### config.mk
export PLATFORM = sky130hd
export DESIGN_NAME = counting_quotient_dictionary
export DESIGN_NICKNAME = d
export VERILOG_FILES = /design/src/sv/cqd_pkg.sv /design/src/sv/counting_quotient_dictionary.sv
export SDC_FILE = /design/constraint.sdc
export NUM_CORES = 1
export LEC_CHECK = 0
export BUFFER_PORTS_ARGS = -buffer_cell sky130_fd_sc_hd__buf_4
export CORE_UTILIZATION = 50
export CTS_BUF_LIST = sky130_fd_sc_hd__clkbuf_4
export CTS_CLUSTER_DIAMETER = 30
export DETAILED_ROUTE_END_ITERATION = 6
export PLACE_DENSITY = 0.75
export SYNTH_ARGS = -nofsm -noshare
export SYNTH_HDL_FRONTEND = slang
export SYNTH_SLANG_ARGS = --single-unit
### constraint.sdc
create_clock -name clk -period 3.45 [get_ports clk]
set_clock_uncertainty 0.05 [all_clocks]
set_input_delay 0.1725 -clock clk [delete_from_list [all_inputs] [get_ports clk]]
set_output_delay 0.1725 -clock clk [all_outputs]
set_load 0.05 [all_outputs]
### src/sv/cqd_pkg.sv
// Shared types and constants for the counting quotient dictionary.
package cqd_pkg;
  localparam int CAPACITY_DEF = 32;
  localparam int REM_BITS_DEF = 8;
  localparam int CTR_BITS_DEF = 4;

  localparam logic [1:0] OP_LOOKUP = 2'd0;
  localparam logic [1:0] OP_INSERT = 2'd1;
  localparam logic [1:0] OP_REMOVE = 2'd2;
  localparam logic [1:0] OP_SPARE  = 2'd3;  // unused code, behaves as a lookup

  localparam logic [2:0] ST_EXISTING = 3'd0;
  localparam logic [2:0] ST_NEW      = 3'd1;
  localparam logic [2:0] ST_ABSENT   = 3'd2;
  localparam logic [2:0] ST_OVERFLOW = 3'd3;
  localparam logic [2:0] ST_FULL     = 3'd4;

  typedef enum logic [2:0] {
    S_IDLE, S_PREFIX, S_SEARCH, S_DECIDE, S_SHIFT, S_UPDATE, S_OUT
  } state_t;
endpackage

### src/sv/counting_quotient_dictionary.sv
// Top level of the counting quotient dictionary.
// One item at a time. A transfer on the input channel starts a walk: the bucket
// counts are read from quotient 0 up to the quotient and summed, the bucket is
// scanned in ascending order (each entry is read, then compared, and a scan that
// runs off the end of the bucket takes a final check), a decide step picks the
// outcome, then an insert or a delete moves the tail of the packed store one
// entry per cycle after a read-ahead, and the bucket count is updated last.
// Lookups, count updates, misses and full or overflow answers skip the tail move
// and the bucket update. The result sits in an output register until its
// transfer; the next item is taken after that.
// The bucket count memory is cleared by a sweep over all CAPACITY entries after
// reset, during which no input is taken. A quotient at or above CAPACITY is
// answered as not found without touching the store; operation code 3 acts as a
// lookup.
module counting_quotient_dictionary import cqd_pkg::*; #(
  parameter int CAPACITY = CAPACITY_DEF,
  parameter int REM_BITS = REM_BITS_DEF,
  parameter int CTR_BITS = CTR_BITS_DEF
) (
  input  logic       clk,
  input  logic       rst,
  input  logic       in_valid,
  output logic       in_ready,
  input  logic [1:0] operation,
  input  logic [4:0] quotient,
  input  logic [7:0] remainder,
  output logic       out_valid,
  input  logic       out_ready,
  output logic       found,
  output logic [3:0] multiplicity,
  output logic [2:0] status,
  output logic [5:0] occupancy
);
  localparam int AW = $clog2(CAPACITY);
  localparam int CW = $clog2(CAPACITY + 1);
  localparam int RB = (REM_BITS < 8) ? REM_BITS : 8;

  // bucket counts, packed remainders and counters
  logic [CW-1:0]       bmem [CAPACITY];
  logic [REM_BITS-1:0] rmem [CAPACITY];
  logic [CTR_BITS-1:0] cmem [CAPACITY];

  logic [CW-1:0]       b_rd;
  logic [REM_BITS-1:0] r_rd;
  logic [CTR_BITS-1:0] c_rd;
  logic [AW-1:0]       b_ra, e_ra, b_wa, e_wa;
  logic                b_we, e_we;
  logic [CW-1:0]       b_wd;
  logic [REM_BITS-1:0] r_wd;
  logic [CTR_BITS-1:0] c_wd;

  always_ff @(posedge clk) begin
    if (b_we) bmem[b_wa] <= b_wd;
    if (e_we) begin
      rmem[e_wa] <= r_wd;
      cmem[e_wa] <= c_wd;
    end
    b_rd <= bmem[b_ra];
    r_rd <= rmem[e_ra];
    c_rd <= cmem[e_ra];
  end

  state_t state, state_next;
  logic              clearing;
  logic [AW-1:0]     clr_idx;
  logic [1:0]        op;
  logic [AW-1:0]     q;
  logic [REM_BITS-1:0] r;
  logic [CW-1:0]     idx, lo, hi, total, pos, bcnt;
  logic              rd_pend, hit;
  logic [CTR_BITS-1:0] hit_cnt;
  logic              del;
  logic [CW-1:0]     sh;
  logic              sh_pend;
  logic [REM_BITS-1:0] car_r;
  logic [CTR_BITS-1:0] car_c;
  logic              go_shift, sh_first, sh_more, prefix_last;

  logic q_ok;
  assign q_ok = ({27'd0, quotient} < 32'(CAPACITY));
  assign in_ready = (state == S_IDLE) && !clearing;

  // a new entry or the removal of a last copy moves the tail of the store
  assign go_shift = (op == OP_INSERT && !hit && total < CW'(CAPACITY)) ||
                    (op == OP_REMOVE && hit && hit_cnt <= CTR_BITS'(1));
  // first move of the tail, and whether another follows the current one
  assign sh_first = del ? (sh + CW'(1) < total) : (sh <= total && sh < CW'(CAPACITY));
  assign sh_more  = del ? (sh + CW'(2) < total)
                        : (sh + CW'(1) <= total && sh + CW'(1) < CW'(CAPACITY));
  assign prefix_last = rd_pend && (idx == CW'(q) + CW'(1));

  always_comb begin
    state_next = state;
    unique case (state)
      S_IDLE:   if (in_valid && in_ready) state_next = q_ok ? S_PREFIX : S_OUT;
      S_PREFIX: if (prefix_last) state_next = S_SEARCH;
      S_SEARCH: if (!rd_pend && pos >= hi) state_next = S_DECIDE;
                else if (rd_pend && (r_rd >= r)) state_next = S_DECIDE;
      S_DECIDE: state_next = go_shift ? S_SHIFT : S_OUT;
      S_SHIFT:  if (sh_pend ? !sh_more : !sh_first) state_next = S_UPDATE;
      S_UPDATE: state_next = S_OUT;
      S_OUT:    if (out_ready) state_next = S_IDLE;
      default:  state_next = S_IDLE;
    endcase
  end

  always_comb begin
    b_ra = clearing ? clr_idx : q;
    e_ra = pos[AW-1:0];
    b_we = clearing;
    b_wa = clr_idx;
    b_wd = '0;
    e_we = 1'b0;
    e_wa = pos[AW-1:0];
    r_wd = r;
    c_wd = hit_cnt;
    unique case (state)
      S_PREFIX: b_ra = idx[AW-1:0];
      S_SEARCH: e_ra = pos[AW-1:0];
      S_DECIDE: begin
        // count update in place
        if (hit && op == OP_INSERT && hit_cnt != '1) begin
          e_we = 1'b1; c_wd = hit_cnt + CTR_BITS'(1); r_wd = r;
        end else if (hit && op == OP_REMOVE && hit_cnt > CTR_BITS'(1)) begin
          e_we = 1'b1; c_wd = hit_cnt - CTR_BITS'(1); r_wd = r;
        end
      end
      S_SHIFT: begin
        // read the entry for the next write: one ahead of the written one on insert, two on delete
        if (del) e_ra = sh[AW-1:0] + (sh_pend ? AW'(2) : AW'(1));
        else     e_ra = sh[AW-1:0] + (sh_pend ? AW'(1) : AW'(0));
        if (sh_pend) begin
          e_we = 1'b1;
          if (del) begin
            e_wa = sh[AW-1:0]; r_wd = r_rd; c_wd = c_rd;
          end else begin
            e_wa = sh[AW-1:0]; r_wd = car_r; c_wd = car_c;
          end
        end
      end
      S_UPDATE: begin
        b_we = 1'b1; b_wa = q;
        b_wd = del ? bcnt - CW'(1) : bcnt + CW'(1);
      end
      default: ;
    endcase
  end

  always_ff @(posedge clk) begin
    if (rst) begin
      state <= S_IDLE; clearing <= 1'b1; clr_idx <= '0; total <= '0; out_valid <= 1'b0;
    end else begin
      state <= state_next;
      if (clearing) begin
        clr_idx <= clr_idx + AW'(1);
        if (clr_idx == AW'(CAPACITY - 1)) clearing <= 1'b0;
      end
      unique case (state)
        S_IDLE: if (in_valid && in_ready) begin
          op <= (operation == OP_SPARE) ? OP_LOOKUP : operation;
          q <= AW'(quotient);
          r <= REM_BITS'(remainder[RB-1:0]);
          idx <= '0; lo <= '0; rd_pend <= 1'b0; hit <= 1'b0; hit_cnt <= '0;
          found <= 1'b0; multiplicity <= '0; status <= ST_ABSENT;
          occupancy <= 6'(total);
          out_valid <= !q_ok;
        end
        S_PREFIX: begin
          // sum bucket counts below q, keep the count of q itself
          rd_pend <= !prefix_last;
          idx <= idx + CW'(1);
          if (rd_pend) begin
            if (prefix_last) begin
              bcnt <= b_rd; hi <= lo + b_rd; pos <= lo;
            end else lo <= lo + b_rd;
          end
        end
        S_SEARCH: begin
          if (!rd_pend) begin
            if (pos < hi) rd_pend <= 1'b1;
          end else begin
            rd_pend <= 1'b0;
            if (r_rd == r) begin hit <= 1'b1; hit_cnt <= c_rd; end
            else if (r_rd < r) pos <= pos + CW'(1);
          end
        end
        S_DECIDE: begin
          found <= hit;
          out_valid <= !go_shift;
          del <= (op == OP_REMOVE);
          sh_pend <= 1'b0;
          car_r <= r; car_c <= CTR_BITS'(1);
          sh <= pos;
          if (op == OP_INSERT) begin
            if (hit) begin
              multiplicity <= 4'((hit_cnt == '1) ? hit_cnt : hit_cnt + CTR_BITS'(1));
              status <= (hit_cnt == '1) ? ST_OVERFLOW : ST_EXISTING;
            end else if (total >= CW'(CAPACITY)) status <= ST_FULL;
            else begin
              multiplicity <= 4'd1; status <= ST_NEW;
            end
          end else if (op == OP_REMOVE) begin
            if (hit) begin
              status <= ST_EXISTING;
              multiplicity <= 4'((hit_cnt > CTR_BITS'(1)) ? hit_cnt - CTR_BITS'(1) : '0);
            end
          end else if (hit) begin
            multiplicity <= 4'(hit_cnt); status <= ST_EXISTING;
          end
        end
        S_SHIFT: begin
          // insert: carry the displaced entry upward; delete: pull next down
          sh_pend <= sh_pend ? sh_more : sh_first;
          if (sh_pend) begin
            sh <= sh + CW'(1);
            if (!del) begin
              car_r <= r_rd; car_c <= c_rd;
            end
          end
        end
        S_UPDATE: begin
          total <= del ? total - CW'(1) : total + CW'(1);
          occupancy <= 6'(del ? total - CW'(1) : total + CW'(1));
          out_valid <= 1'b1;
        end
        S_OUT: if (out_ready) out_valid <= 1'b0;
        default: ;
      endcase
      if (state == S_DECIDE) occupancy <= 6'(total);
    end
  end
endmodule

==> results.ini <==
[outcome]
status=complete, but fails checks
violations=design-rule violations

[sta]
tightestPinTransition_ns=1.30
tns_ns=0
rsz0062_at_grt=no
slew_violations=0
fmax_ghz=0.304
hold_viol=0
fin_crit_sh=0.954
period_minus_slack_ns=3.29
max_slew_margin=0.134
setup_ws_ns=0.160
setup_viol=0

[pwr]
p_clk_frac=0.405
p_seq_frac=0.517
power_frac_comb=0.078
power.total_mw=18.2
peakVddDrop_uv=482
power_switching_mw=4.22
power_leakage_nw=12.8
powerDensity_mw_per_mm2=529
swShare=0.232
power.internal_mw=14.0

[logic_synthesis]
synth_top_family_by_area=simple AND/OR/NAND/NOR gates
synthAdderAreaFrac=0.0266
synth_xor_area_frac=0.0129
ys_warn_count=0
synthSimpleGateAreaFrac=0.0997
synth_cells=2017
ys_top_cells_by_count=661 x edfxtp_1, 303 x nand2_1, 133 x nor2_1
syn_nets=2097
synth-async-reset-ratio=0
synth_area_mm2=0.0298
ys_seq_elements=695
synth_edf_count=661
synth_flop_cell=edfxtp_1
synth_top_area_cell=edfxtp_1
yosysUniqueCellTypes=71
ys_seq_area_frac=0.689
avgSynthCellArea_um2=14.8
synth_most_common_cell=edfxtp_1
synth_mux_area_frac=0.0950
synth_compound_area_frac=0.0529
synth.top_cell.area_share=0.666
yosys-top-cells-area=edfxtp_1 67%, mux4_2 4.7%, mux2i_1 3.9%, nand2_1 3.8%, ha_1 2.4%

[critical_path]
critPathTopFamily=adder cells
endpoint_kind=flop
cpMostUsedCell=ha_1
cp_max_fo=22
crit_required_ns=4.23
start_kind=flop
worstSetupPathType=flop to flop
path_buf_inv=1
arrival_ns=4.07
path_depth=9
crit_path_cell_trace=ha_1 > ha_1 > fa_1 > nand2_1 > nand2_4 > buf_12 > mux4_2 > a22oi_1 > nand4_1
reg2reg_slack_ns=0.16
reg2reg_depth=9
cpMaxStageDelayCell=fa_1
max_stage_delay_ns=0.60

[die]
ios=35
start_util=0.506
floorplan.die.height_um=246
die-area_mm2=0.0606
core_area_mm2=0.0589
die_w_um=246
fp-row-count=89

[detailed_routing]
wire_per_inst_um=22.4
initialDrtViolationCount=1929
drcViolationCount=1
ant_nets=0
drt-vias-per-instance=5.85
first_pass_iters=7
via_count=18645
routed_wl_mm=71.4

[place]
hpwlAfterDp_mm=45.5
port_buffers=34
placed_area_mm2=0.0315
gp_congestion=1.04
preCtsSetupSlack_ns=0.0407

[cells_and_area]
nets=2356
area_growth_pct=15.5
design_area_mm2=0.0344
layout-drive-gt1-share=0.229

[grt]
grt_pass1_wl_mm=109
grt_usage=0.240
grt_max_degree=61
grt_pass1_vias=18944
overflow=0
antenna_found_initial=2

[clock_tree]
clk_pin_slew_worst_paths_ns=0.06
cts_setup_buffers=0
cts_num_sinks=695
htreeDepth=4
cts_made_buffers=176
cts_tree=yes
cts_root_buf=clkbuf_4
clock_latency_ns=0.99
clockBufferDepth=3

[worst_hold_path]
worstHoldPathCells=0
hp-class=flop to flop

[run]
drv_cap=0

-- sequential cells by signal, indices dropped and copies added, names as in the netlist, 8 cells and up --
register  flops
rmem        256
bmem        192
r             8
car_r         8
cmem        128
r_rd          8
-- layer usage --
layer	global-route usage	part of all wire
met1	0.303	0.39
met2	0.385	0.48
met3	0.0627	0.083
met4	0.117	0.041
met5	0	0
-- power groups by stage --
stage          registers (mW)  logic (mW)  clock network [mW]
3_5_place_dp             9.59        1.36                   0
3_3_place_gp             9.58        1.32                   0
5_1_grt                  9.42        1.51                7.94
4_1_cts                  9.41        1.41                7.51
6_report                 9.41        1.41                7.38
2_1_floorplan            9.59       0.983                   0
-- kinds of logic after synthesis --
kind of cell,after synthesis
AOI/OAI and AO/OA,217
xor gates and xnor gates,44
adders and majority gates,61
buffers and inverters,152
DFF,695
muxes,189
and+or+nand+nor,659
-- metrics by stage --
step	std cells	utilization	hold slack, ns
floorplan	2017	-	0.194
global placement	2833	0.535	0.301
detailed placement	2833	0.535	0.302
CTS	3185	0.583	0.295
global route	3189	0.584	0.344
finish	3189	0.584	0.386
-- final timing paths --
kind                                      start                 to
worst max-delay path              del$_DFFE_PP_    r_rd[0]$_DFF_P_
worst min-delay path            b_rd[4]$_DFF_P_  bcnt[4]$_DFFE_PP_
worst max register to register    del$_DFFE_PP_    r_rd[0]$_DFF_P_
worst min register to register  b_rd[4]$_DFF_P_  bcnt[4]$_DFFE_PP_
-- repair_timing --
item	4_1_cts	5_1_grt
endpoints found under the setup margin	1	32
endpoints found under the hold margin	106	0
resized for setup	1	15
hold buffers	38	0
-- layout make-up --
type | instances | area (um2)
Antenna cell | 4 | 10.0
Inverter | 48 | 180
Sequential cell | 695 | 20500
Clock buffer | 256 | 1920
Clock inverter | 58 | 503
Multi-Input combinational cell | 1170 | 8740
Fill cell | 4455 | 24500
Tap cell | 773 | 967
Timing Repair Buffer | 185 | 1560
-- cells in the final DEF (no fill, tap or decap), types with 7 or more instances in the layout --
master         count
nor3_1            14
nor2_2             8
mux4_1            10
mux4_2            62
clkinv_1          31
xnor2_1           30
ha_1              57
nand2b_1          12
and2_1            17
a32o_1            12
nand3b_1           8
and3_1             8
dlygate4sd3_1     38
a31oi_1            9
clkbuf_4         256
nand2_1          303
nor2b_1           12
a22oi_2            8
a32oi_1           12
nor2_1           126
xor2_1            14
inv_1             48
a21oi_1           36
edfxtp_1         661
mux2i_1          116
bufinv_16          8
a221oi_1          11
nand4_1           29
o21ai_2            8
o21ai_0           37
dfxtp_1           34
a21o_1            17
a221oi_2           8
nand3_1           89
buf_4            141
clkinv_2           7
Note: power is estimated with default switching activity, not from simulation.
